[src/rtl/tmbarb_pkg.sv]
// Shared types, constants and helper functions for the two-master bus ownership arbiter.
// Used by every module in rtl/. Has no dependencies of its own.
`default_nettype none

package tmbarb_pkg;

   // Width of the signed force and give-up timers.
   localparam int TIMER_WIDTH = 25;

   localparam int CFG_WIDTH   = 24;
   localparam int SHORT_WIDTH = 16;
   localparam int LONG_WIDTH  = 15;
   localparam int DELAY_WIDTH = 16;
   localparam int CSR_IDX_W   = 2;

   // Configuration register indexes.
   localparam logic [CSR_IDX_W-1:0] CSR_FORCE_AFTER   = 2'd0;
   localparam logic [CSR_IDX_W-1:0] CSR_GIVE_UP_AFTER = 2'd1;
   localparam logic [CSR_IDX_W-1:0] CSR_SHORT_DELAY   = 2'd2;
   localparam logic [CSR_IDX_W-1:0] CSR_LONG_DELAY    = 2'd3;

   localparam logic [CFG_WIDTH-1:0]   FORCE_AFTER_RST   = 24'd125000;
   localparam logic [CFG_WIDTH-1:0]   GIVE_UP_AFTER_RST = 24'd250000;
   localparam logic [SHORT_WIDTH-1:0] SHORT_DELAY_RST   = 16'd50;
   localparam logic [LONG_WIDTH-1:0]  LONG_DELAY_RST    = 15'd1000;

   // Item function codes.
   localparam logic FUNC_POLL    = 1'b0;
   localparam logic FUNC_RELEASE = 1'b1;

   // Control byte bits.
   localparam int BIT_MYBUS   = 0;
   localparam int BIT_NMYBUS  = 1;
   localparam int BIT_BUSON   = 2;
   localparam int BIT_NBUSON  = 3;
   localparam int BIT_BUSINIT = 4;
   localparam int BIT_NTESTON = 7;
   // Interrupt status bit: the other master requests the bus.
   localparam int BIT_NMYTEST = 7;

   localparam logic [7:0] MASK_NTESTON = 8'h80;
   localparam logic [7:0] MASK_BUSINIT = 8'h10;

   // 3-bit command used to take the bus, indexed by the low nibble of the control byte.
   localparam logic [2:0] TAKE_CMD [0:15] = '{
      3'd4, 3'd0, 3'd1, 3'd5, 3'd4, 3'd4, 3'd5, 3'd5,
      3'd0, 3'd0, 3'd1, 3'd1, 3'd0, 3'd4, 3'd5, 3'd1
   };

   localparam logic [TIMER_WIDTH-1:0] TMAX = {1'b0, {(TIMER_WIDTH-1){1'b1}}};
   localparam logic [TIMER_WIDTH-1:0] TMIN = {1'b1, {(TIMER_WIDTH-1){1'b0}}};
   localparam int CMP_W = TIMER_WIDTH + CFG_WIDTH;

   typedef enum logic [2:0] {
      OUT_PENDING   = 3'd0,
      OUT_ACQUIRED  = 3'd1,
      OUT_TIMEOUT   = 3'd2,
      OUT_READ_ERR  = 3'd3,
      OUT_RELEASED  = 3'd4
   } outcome_type;

   typedef struct packed {
      logic       func;
      logic [7:0] control_byte;
      logic [7:0] status_byte;
      logic       read_failed;
   } item_type;

   typedef struct packed {
      logic                   write_enable;
      logic [7:0]             write_value;
      logic [DELAY_WIDTH-1:0] delay_us;
      outcome_type            outcome;
   } result_type;

   // Decision logic to timer block.
   typedef struct packed {
      logic                   fire;
      logic                   poll;
      logic                   advance;
      logic [DELAY_WIDTH-1:0] delay;
   } tmr_cmd_type;

   // Timer block to decision logic.
   typedef struct packed {
      logic forced;
      logic expired;
   } tmr_stat_type;

   // Clamp a configured time to the largest positive timer value.
   function automatic logic [TIMER_WIDTH-1:0] tload(input logic [CFG_WIDTH-1:0] v);
      logic [TIMER_WIDTH-1:0] r;
      if (CMP_W'(v) > CMP_W'(TMAX)) begin
         r = TMAX;
      end else begin
         r = TIMER_WIDTH'(CMP_W'(v));
      end
      return r;
   endfunction

   // Subtract a delay, saturating at the most negative timer value.
   function automatic logic [TIMER_WIDTH-1:0] tsub(input logic [TIMER_WIDTH-1:0] t,
                                                  input logic [DELAY_WIDTH-1:0] d);
      logic [TIMER_WIDTH:0] diff;
      diff = {t[TIMER_WIDTH-1], t} - (TIMER_WIDTH+1)'(d);
      if (diff[TIMER_WIDTH] != diff[TIMER_WIDTH-1]) begin
         return TMIN;
      end
      return diff[TIMER_WIDTH-1:0];
   endfunction

endpackage

`default_nettype wire

[src/rtl/tmbarb_timers.sv]
// Attempt state and the signed force and give-up timers, with load and saturating subtract.
// Depends on tmbarb_pkg.
`default_nettype none

module tmbarb_timers (
   input  wire logic                                clock,
   input  wire logic                                reset,
   input  wire tmbarb_pkg::tmr_cmd_type             cmd,
   input  wire logic [tmbarb_pkg::CFG_WIDTH-1:0]    force_after,
   input  wire logic [tmbarb_pkg::CFG_WIDTH-1:0]    give_up_after,
   output tmbarb_pkg::tmr_stat_type                 stat,
   output logic                                     attempt_active
);

   localparam int TW = tmbarb_pkg::TIMER_WIDTH;

   logic          active_ff, active_in;
   logic [TW-1:0] force_ff, force_in;
   logic [TW-1:0] giveup_ff, giveup_in;
   logic [TW-1:0] force_eff, giveup_eff;
   logic [TW-1:0] force_sub, giveup_sub;

   // The first poll of an attempt sees freshly loaded timers.
   always_comb begin
      if (cmd.poll && !active_ff) begin
         force_eff  = tmbarb_pkg::tload(force_after);
         giveup_eff = tmbarb_pkg::tload(give_up_after);
      end else begin
         force_eff  = force_ff;
         giveup_eff = giveup_ff;
      end
      force_sub    = tmbarb_pkg::tsub(force_eff, cmd.delay);
      giveup_sub   = tmbarb_pkg::tsub(giveup_eff, cmd.delay);
      stat.forced  = force_eff[TW-1] || (force_eff == '0);
      stat.expired = giveup_sub[TW-1] || (giveup_sub == '0);
   end

   always_comb begin
      active_in = active_ff;
      force_in  = force_ff;
      giveup_in = giveup_ff;
      if (cmd.fire) begin
         if (!cmd.poll) begin
            active_in = 1'b0;
         end else if (cmd.advance) begin
            force_in  = force_sub;
            giveup_in = giveup_sub;
            active_in = !stat.expired;
         end else begin
            force_in  = force_eff;
            giveup_in = giveup_eff;
            active_in = 1'b0;
         end
      end
   end

   always_ff @(posedge clock) begin
      if (reset) begin
         active_ff <= 1'b0;
         force_ff  <= '0;
         giveup_ff <= '0;
      end else begin
         active_ff <= active_in;
         force_ff  <= force_in;
         giveup_ff <= giveup_in;
      end
   end

   assign attempt_active = active_ff;

endmodule

`default_nettype wire

[src/rtl/tmbarb_decide.sv]
// Decodes the bus-on and ownership pairs and picks the control write, delay and outcome.
// Depends on tmbarb_pkg; pairs with tmbarb_timers for the timer checks.
`default_nettype none

module tmbarb_decide (
   input  wire logic                                  fire,
   input  wire tmbarb_pkg::item_type                  item,
   input  wire logic [tmbarb_pkg::SHORT_WIDTH-1:0]    short_delay,
   input  wire logic [tmbarb_pkg::LONG_WIDTH-1:0]     long_delay,
   input  wire tmbarb_pkg::tmr_stat_type              stat,
   output tmbarb_pkg::tmr_cmd_type                    cmd,
   output tmbarb_pkg::result_type                     result
);

   logic       bus_off;
   logic       bus_mine;
   logic       done;
   logic       wen;
   logic [7:0] wval;
   logic [7:0] take;
   logic [tmbarb_pkg::DELAY_WIDTH-1:0] dly;
   logic [7:0] ctl;

   always_comb begin
      ctl      = item.control_byte;
      bus_off  = ctl[tmbarb_pkg::BIT_NBUSON] == ctl[tmbarb_pkg::BIT_BUSON];
      bus_mine = ctl[tmbarb_pkg::BIT_NMYBUS] == ctl[tmbarb_pkg::BIT_MYBUS];
      take     = {5'b0, tmbarb_pkg::TAKE_CMD[ctl[3:0]]};
      wen      = 1'b0;
      wval     = '0;
      dly      = '0;
      done     = 1'b0;

      if (item.func == tmbarb_pkg::FUNC_POLL && !item.read_failed) begin
         if (bus_off) begin
            if (!item.status_byte[tmbarb_pkg::BIT_NMYTEST] || stat.forced) begin
               wen  = 1'b1;
               wval = take | tmbarb_pkg::MASK_NTESTON;
               dly  = short_delay;
            end else begin
               dly  = {long_delay, 1'b0};
            end
         end else if (bus_mine) begin
            if (ctl[tmbarb_pkg::BIT_NTESTON] || ctl[tmbarb_pkg::BIT_BUSINIT]) begin
               wen  = 1'b1;
               wval = ctl & ~(tmbarb_pkg::MASK_NTESTON | tmbarb_pkg::MASK_BUSINIT);
            end
            done = 1'b1;
         end else begin
            // The other master holds an active bus.
            dly = {1'b0, long_delay};
            if (stat.forced) begin
               wen  = 1'b1;
               wval = take | tmbarb_pkg::MASK_BUSINIT | tmbarb_pkg::MASK_NTESTON;
            end else if (!ctl[tmbarb_pkg::BIT_NTESTON]) begin
               wen  = 1'b1;
               wval = ctl | tmbarb_pkg::MASK_NTESTON;
            end
         end
      end else if (item.func == tmbarb_pkg::FUNC_RELEASE) begin
         if (!item.read_failed && !bus_off && bus_mine) begin
            wen  = 1'b1;
            wval = {5'b0, ctl[tmbarb_pkg::BIT_NBUSON], 2'b0};
         end
      end
   end

   always_comb begin
      cmd.fire    = fire;
      cmd.poll    = item.func == tmbarb_pkg::FUNC_POLL;
      cmd.advance = cmd.poll && !item.read_failed && !done;
      cmd.delay   = dly;

      result.write_enable = wen;
      result.write_value  = wval;
      result.delay_us     = '0;
      if (item.func == tmbarb_pkg::FUNC_RELEASE) begin
         result.outcome = tmbarb_pkg::OUT_RELEASED;
      end else if (item.read_failed) begin
         result.outcome = tmbarb_pkg::OUT_READ_ERR;
      end else if (done) begin
         result.outcome = tmbarb_pkg::OUT_ACQUIRED;
      end else if (stat.expired) begin
         result.outcome = tmbarb_pkg::OUT_TIMEOUT;
      end else begin
         result.outcome  = tmbarb_pkg::OUT_PENDING;
         result.delay_us = dly;
      end
   end

endmodule

`default_nettype wire

[src/rtl/two_master_bus_ownership_arbiter_unit.sv]
// Top level of the two-master bus ownership arbiter: input register, configuration
// registers, result register. Depends on tmbarb_pkg, tmbarb_decide and tmbarb_timers.
//
//   Channel   Direction  Handshake                 Payload
//   req_      in         req_valid / req_ready     func, control_byte, status_byte, read_failed
//   rsp_      out        rsp_valid / rsp_ready     write_enable, write_value, delay_us, outcome
//   csr_      in         csr_write_enable          csr_index, csr_wdata
//
// A beat is registered on entry and decided while it sits in the input register, unless the
// result register is held; its result is loaded into the output register at the end of the
// deciding cycle, and one beat per cycle flows while rsp_ready does not hold the result back.
// Throughput is set by the single decision pass, with the timers updated in the same cycle.
// Reset clears the attempt, the timers and both valid flags, and restores register defaults.
// When the result register is held by rsp_ready low, the input register stalls behind it.
`default_nettype none

module two_master_bus_ownership_arbiter_unit (
   input  wire logic                                   clock,
   input  wire logic                                   reset,
   input  wire logic                                   req_valid,
   output logic                                        req_ready,
   input  wire logic                                   req_func,
   input  wire logic [7:0]                             req_control_byte,
   input  wire logic [7:0]                             req_status_byte,
   input  wire logic                                   req_read_failed,
   output logic                                        rsp_valid,
   input  wire logic                                   rsp_ready,
   output logic                                        rsp_write_enable,
   output logic [7:0]                                  rsp_write_value,
   output logic [tmbarb_pkg::DELAY_WIDTH-1:0]          rsp_delay_us,
   output logic [2:0]                                  rsp_outcome,
   input  wire logic                                   csr_write_enable,
   input  wire logic [tmbarb_pkg::CSR_IDX_W-1:0]       csr_index,
   input  wire logic [tmbarb_pkg::CFG_WIDTH-1:0]       csr_wdata
);

   logic [tmbarb_pkg::CFG_WIDTH-1:0]   force_after_ff;
   logic [tmbarb_pkg::CFG_WIDTH-1:0]   give_up_after_ff;
   logic [tmbarb_pkg::SHORT_WIDTH-1:0] short_delay_ff;
   logic [tmbarb_pkg::LONG_WIDTH-1:0]  long_delay_ff;

   logic                   in_vld_ff, in_vld_in;
   tmbarb_pkg::item_type   item_ff, item_in;
   logic                   out_vld_ff, out_vld_in;
   tmbarb_pkg::result_type res_ff, res_in;

   logic                     fire;
   logic                     accept;
   logic                     attempt_active;
   tmbarb_pkg::tmr_cmd_type  cmd;
   tmbarb_pkg::tmr_stat_type stat;

   always_ff @(posedge clock) begin
      if (reset) begin
         force_after_ff   <= tmbarb_pkg::FORCE_AFTER_RST;
         give_up_after_ff <= tmbarb_pkg::GIVE_UP_AFTER_RST;
         short_delay_ff   <= tmbarb_pkg::SHORT_DELAY_RST;
         long_delay_ff    <= tmbarb_pkg::LONG_DELAY_RST;
      end else if (csr_write_enable) begin
         case (csr_index)
            tmbarb_pkg::CSR_FORCE_AFTER: begin
               force_after_ff <= csr_wdata;
            end
            tmbarb_pkg::CSR_GIVE_UP_AFTER: begin
               give_up_after_ff <= csr_wdata;
            end
            tmbarb_pkg::CSR_SHORT_DELAY: begin
               short_delay_ff <= csr_wdata[tmbarb_pkg::SHORT_WIDTH-1:0];
            end
            tmbarb_pkg::CSR_LONG_DELAY: begin
               long_delay_ff <= csr_wdata[tmbarb_pkg::LONG_WIDTH-1:0];
            end
            default: begin
            end
         endcase
      end
   end

   // A beat is processed when the result register is empty or being drained.
   assign fire      = in_vld_ff && (!out_vld_ff || rsp_ready);
   assign req_ready = !in_vld_ff || fire;
   assign accept    = req_valid && req_ready;

   always_comb begin
      in_vld_in            = accept ? 1'b1 : (fire ? 1'b0 : in_vld_ff);
      item_in              = item_ff;
      if (accept) begin
         item_in.func         = req_func;
         item_in.control_byte = req_control_byte;
         item_in.status_byte  = req_status_byte;
         item_in.read_failed  = req_read_failed;
      end
      out_vld_in = fire || (out_vld_ff && !rsp_ready);
   end

   tmbarb_decide u_decide (
      .fire        (fire),
      .item        (item_ff),
      .short_delay (short_delay_ff),
      .long_delay  (long_delay_ff),
      .stat        (stat),
      .cmd         (cmd),
      .result      (res_in)
   );

   tmbarb_timers u_timers (
      .clock          (clock),
      .reset          (reset),
      .cmd            (cmd),
      .force_after    (force_after_ff),
      .give_up_after  (give_up_after_ff),
      .stat           (stat),
      .attempt_active (attempt_active)
   );

   always_ff @(posedge clock) begin
      if (reset) begin
         in_vld_ff  <= 1'b0;
         out_vld_ff <= 1'b0;
      end else begin
         in_vld_ff  <= in_vld_in;
         out_vld_ff <= out_vld_in;
      end
   end

   always_ff @(posedge clock) begin
      item_ff <= item_in;
      if (fire) begin
         res_ff <= res_in;
      end
   end

   assign rsp_valid        = out_vld_ff;
   assign rsp_write_enable = res_ff.write_enable;
   assign rsp_write_value  = res_ff.write_value;
   assign rsp_delay_us     = res_ff.delay_us;
   assign rsp_outcome      = res_ff.outcome;

   // A finished or failed attempt never reports a retry delay.
   a_delay_only_pending: assert property (@(posedge clock) disable iff (reset)
      rsp_valid && rsp_outcome != tmbarb_pkg::OUT_PENDING |-> rsp_delay_us == '0)
      else $error("nonzero delay on a non-pending result");

   // No write value without a write.
   a_value_needs_write: assert property (@(posedge clock) disable iff (reset)
      rsp_valid && !rsp_write_enable |-> rsp_write_value == 8'h00)
      else $error("write value set without write enable");

   // A pending poll keeps the attempt running; any other outcome ends it.
   a_pending_keeps_attempt: assert property (@(posedge clock) disable iff (reset)
      fire && res_in.outcome == tmbarb_pkg::OUT_PENDING |=> attempt_active)
      else $error("pending poll did not keep the attempt active");

   a_other_ends_attempt: assert property (@(posedge clock) disable iff (reset)
      fire && res_in.outcome != tmbarb_pkg::OUT_PENDING |=> !attempt_active)
      else $error("attempt still active after a final outcome");

endmodule

`default_nettype wire
[config.mk]
export PLATFORM = sky130hd
export DESIGN_NAME = two_master_bus_ownership_arbiter_unit
export DESIGN_NICKNAME = d
export VERILOG_FILES = /design/src/rtl/tmbarb_pkg.sv /design/src/rtl/tmbarb_timers.sv /design/src/rtl/tmbarb_decide.sv /design/src/rtl/two_master_bus_ownership_arbiter_unit.sv
export SDC_FILE = /design/constraint.sdc
export NUM_CORES = 1
export LEC_CHECK = 0
export ABC_AREA = 1
export BUFFER_PORTS_ARGS = -buffer_cell sky130_fd_sc_hd__buf_2
export CORE_ASPECT_RATIO = 0.8
export CORE_MARGIN = 1
export CORE_UTILIZATION = 35
export DETAILED_ROUTE_END_ITERATION = 10
export PLACE_DENSITY = 0.53
export SYNTH_ARGS = -nofsm -noshare
export SYNTH_HDL_FRONTEND = slang
export SYNTH_HIERARCHICAL = 1
export SYNTH_SLANG_ARGS = --single-unit
[constraint.sdc]
create_clock -name clock -period 8.7 [get_ports clock]
set_input_delay 0.435 -clock clock [delete_from_list [all_inputs] [get_ports clock]]
set_output_delay 0.435 -clock clock [all_outputs]
set_load 0.02 [all_outputs]
==> flow_metrics.env <==
export IMPL_status="completed"
export IMPL_pwr_share_clk_pct=35.0
export IMPL_routed_wirelength_um=34200
export IMPL_fill_cells=3278
export IMPL_timing_reg2reg_worst_path_depth=43
export IMPL_power_per_cell_area_mw_per_mm2=174
export IMPL_max_slew_margin_rel_pct=28.3
export IMPL_top_fanout_value_on_the_critical_path=23
export IMPL_grt_pass1_wl_um=54200
export IMPL_core_mm2=0.0297
export IMPL_wl_met1_um=17600
export IMPL_power_switching_fraction_pct=33.8
export IMPL_detailroute_wirelength_met3_um=1870
export IMPL_worst_endpoint_arrival_ns=7.89
export IMPL_postLayoutCellArea_mm2=0.0118
export IMPL_synth_warnings=6
export IMPL_antenna_cells_inserted=0
export IMPL_worstSetupPathType="reg2reg"
export IMPL_min_path_type="in2reg"
export IMPL_placementRows=56
export IMPL_floorplan_die_height_um=158
export IMPL_worstPathRequired_ns=8.99
export IMPL_synth_area_mm2=0.0107
export IMPL_finish_stage_setup_viols=0
export IMPL_share_of_power_burned_in_combinational_logic_pct=23.1
export IMPL_design_final_nets=1782
export IMPL_syn_avg_cell_area_um2=6.44
export IMPL_fin_skew_ns=0.0141
export IMPL_detail_route_vias_per_cell=4.99
export IMPL_cts_made_buffers=17
export IMPL_cts_htree_levels=4
export IMPL_setup_worst_path_start_class="flop"
export IMPL_final_period_utilization_pct=87.3
export IMPL_die_x_um=197
export IMPL_area_growth_pct=10.8
export IMPL_mappedNetlistNets=1745
export IMPL_clk_insertion_delay_late_ns=0.44
export IMPL_pin_count_of_the_biggest_net_entering_global_routing=76
export IMPL_route_met2_wl_um=14000
export IMPL_hold_buffers_post_cts=0
export IMPL_total_switching_power_w=0.000698
export IMPL_postCtsSetupRepairBufs=0
export IMPL_vdd_ir_drop_max_uv=142
export IMPL_number_of_standard_cells_in_the_layout_taps_in_and_fillers_out=2116
export IMPL_drc=0
export IMPL_cp_slowest_cell="edfxtp_1"
export IMPL_final_max_slew_violation_count=0
export IMPL_r2r_slack_ns=1.10
export IMPL_overflow=0
export IMPL_worstHoldPathCells=1
export IMPL_antenna_found_initial=0
export IMPL_globalRouteTotalUtil_pct=22.5
export IMPL_post_cts_resize_count=0
export IMPL_initial_util_pct=36.0
export IMPL_cap_violations=0
export IMPL_placed_cells=2084
export IMPL_cp_end_kind="flop"
export IMPL_cts_buffer_depth=2
export IMPL_post_route_cells_drive_above_1_share_pct=9.53
export IMPL_post_dp_cell_area_mm2=0.0113
export IMPL_p_int_w=0.00137
export IMPL_detail_route_wl_per_cell_um=16.1
export IMPL_gpl_final_weighted_congestion=0.878
export IMPL_clock_sinks=171
export IMPL_dr_first_iter_drc_count=781
export IMPL_first_global_vias=9656
export IMPL_cpPeakStageDelay_ns=0.48
export IMPL_power_sequential_fraction_pct=41.9
export IMPL_max_clock_freq_ghz=0.132
export IMPL_highest_layer="met4"
export IMPL_tritoncts="done"
export IMPL_final_period_minus_worst_setup_slack_ns=7.60
export IMPL_hpwlAfterDp_um=25400
export IMPL_cts_root_buf="clkbuf_16"
export IMPL_detailroute_via_count=10600
export IMPL_worstMarginPinSlew_ns=1.07
export IMPL_clk_pin_slew_worst_paths_ns=0.08
export IMPL_tot_pwr_w=0.00207
export IMPL_critical_path_most_common_cell="nand2_1"
export IMPL_cellLeakagePower_nw=5.87
export IMPL_place_port_buffers=71
export IMPL_design_die_area_mm2=0.0313
export IMPL_hold_violations=0
export IMPL_top_level_ports=79
export IMPL_unrepaired_setup_endpoints_after_global_routing="false"
export IMPL_drt_first_pass_iters=5
export IMPL_syn_inst=1660
export IMPL_final_setup_tns_ns=0
export IMPL_count_of_antenna_violating_nets_left_after_detailed_routing=0
==> metrics by stage <==
stage	utilization, %	setup slack [ns]	hold WS (ns)
detailed placement	38.1	1.03	0.443
floorplan	-	2.65	0.429
global route	39.9	0.262	0.145
global placement	38.1	1.03	0.442
finish	39.9	1.10	0.163
CTS	39.9	1.00	0.145
==> state kept, by name (all words and copies together), names as in the netlist <==
| signal | count |
|---|---|
| rsp_write_value | 8 |
| u_timers/force_ff | 25 |
| u_timers/giveup_ff | 25 |
| long_delay_ff | 15 |
| item_ff | 11 |
| u_timers/attempt_active | 1 |
| in_vld_ff | 1 |
| rsp_outcome | 3 |
| give_up_after_ff | 24 |
| force_after_ff | 24 |
| rsp_delay_us | 16 |
| rsp_write_enable | 1 |
| short_delay_ff | 16 |
| rsp_valid | 1 |
==> cell usage in the layout, fill, tap and decap left out, types with 4 or more instances in the layout <==
cell type,instances
nand2_1,558
inv_1,190
nor2_1,182
nand3_1,139
dfxtp_1,132
a21oi_1,119
buf_2,71
o21ai_0,46
edfxtp_1,39
ha_1,34
a22oi_1,23
nand4_1,19
buf_4,18
clkbuf_16,17
inv_2,11
nor3_1,10
or2_2,9
o21ai_1,8
nand3b_1,8
nor2_2,7
a21boi_0,7
nand2_2,6
nor4_1,5
inv_6,4
xor2_1,4
==> per-layer routing <==
metal / up-vias / track usage (%)
met3: 43 / 3.03
li1: 5377 / -
met4: 0 / 6.53
met5: - / 0
met2: 278 / 33.2
met1: 4869 / 33.8
==> layout make-up <==
class                      instances  area [um^2]  area share, %
clock buffer                      21          450           3.80
inverter                         203          764           6.45
multi-input combinational       1215         5740           48.4
clock inverter                    11         86.3          0.729
tap                              406          508           4.29
timing repair buffer              89          490           4.14
sequential                       171         3810           32.2
==> worst max-delay path, delay by kind of cell, from the launching register on <==
family	cells	cell delay [ns]
buffers and inverters	8	1.17
adder cells (fa/ha/maj)	3	1.07
AND/OR/NAND/NOR	27	3.58
AO/OA/AOI/OAI	4	0.97
flip-flops	1	0.48
XOR/XNOR	1	0.15
==> power groups by stage <==
stage                     Sequential, W  Combinational (W)  Clock [W]
after floorplan                0.000886           0.000337          0
after global placement         0.000884           0.000468          0
after detailed placement       0.000884           0.000469          0
after CTS                      0.000867           0.000472   0.000738
after global routing           0.000870           0.000542   0.000764
final                          0.000866           0.000477   0.000723
==> worst paths after layout <==
| kind | to | startpoint |
|---|---|---|
| worst max-delay path | rsp_outcome[1]$_DFFE_PP_ | item_ff[17]$_DFFE_PP_ |
| worst min-delay path | item_ff[8]$_DFFE_PP_ | req_status_byte[7] |
| worst max register to register | rsp_outcome[1]$_DFFE_PP_ | item_ff[17]$_DFFE_PP_ |
| worst min register to register | force_after_ff[15]$_SDFFE_PP1P_ | force_after_ff[15]$_SDFFE_PP1P_ |
No activity file was read; power rests on OpenSTA's default activity.
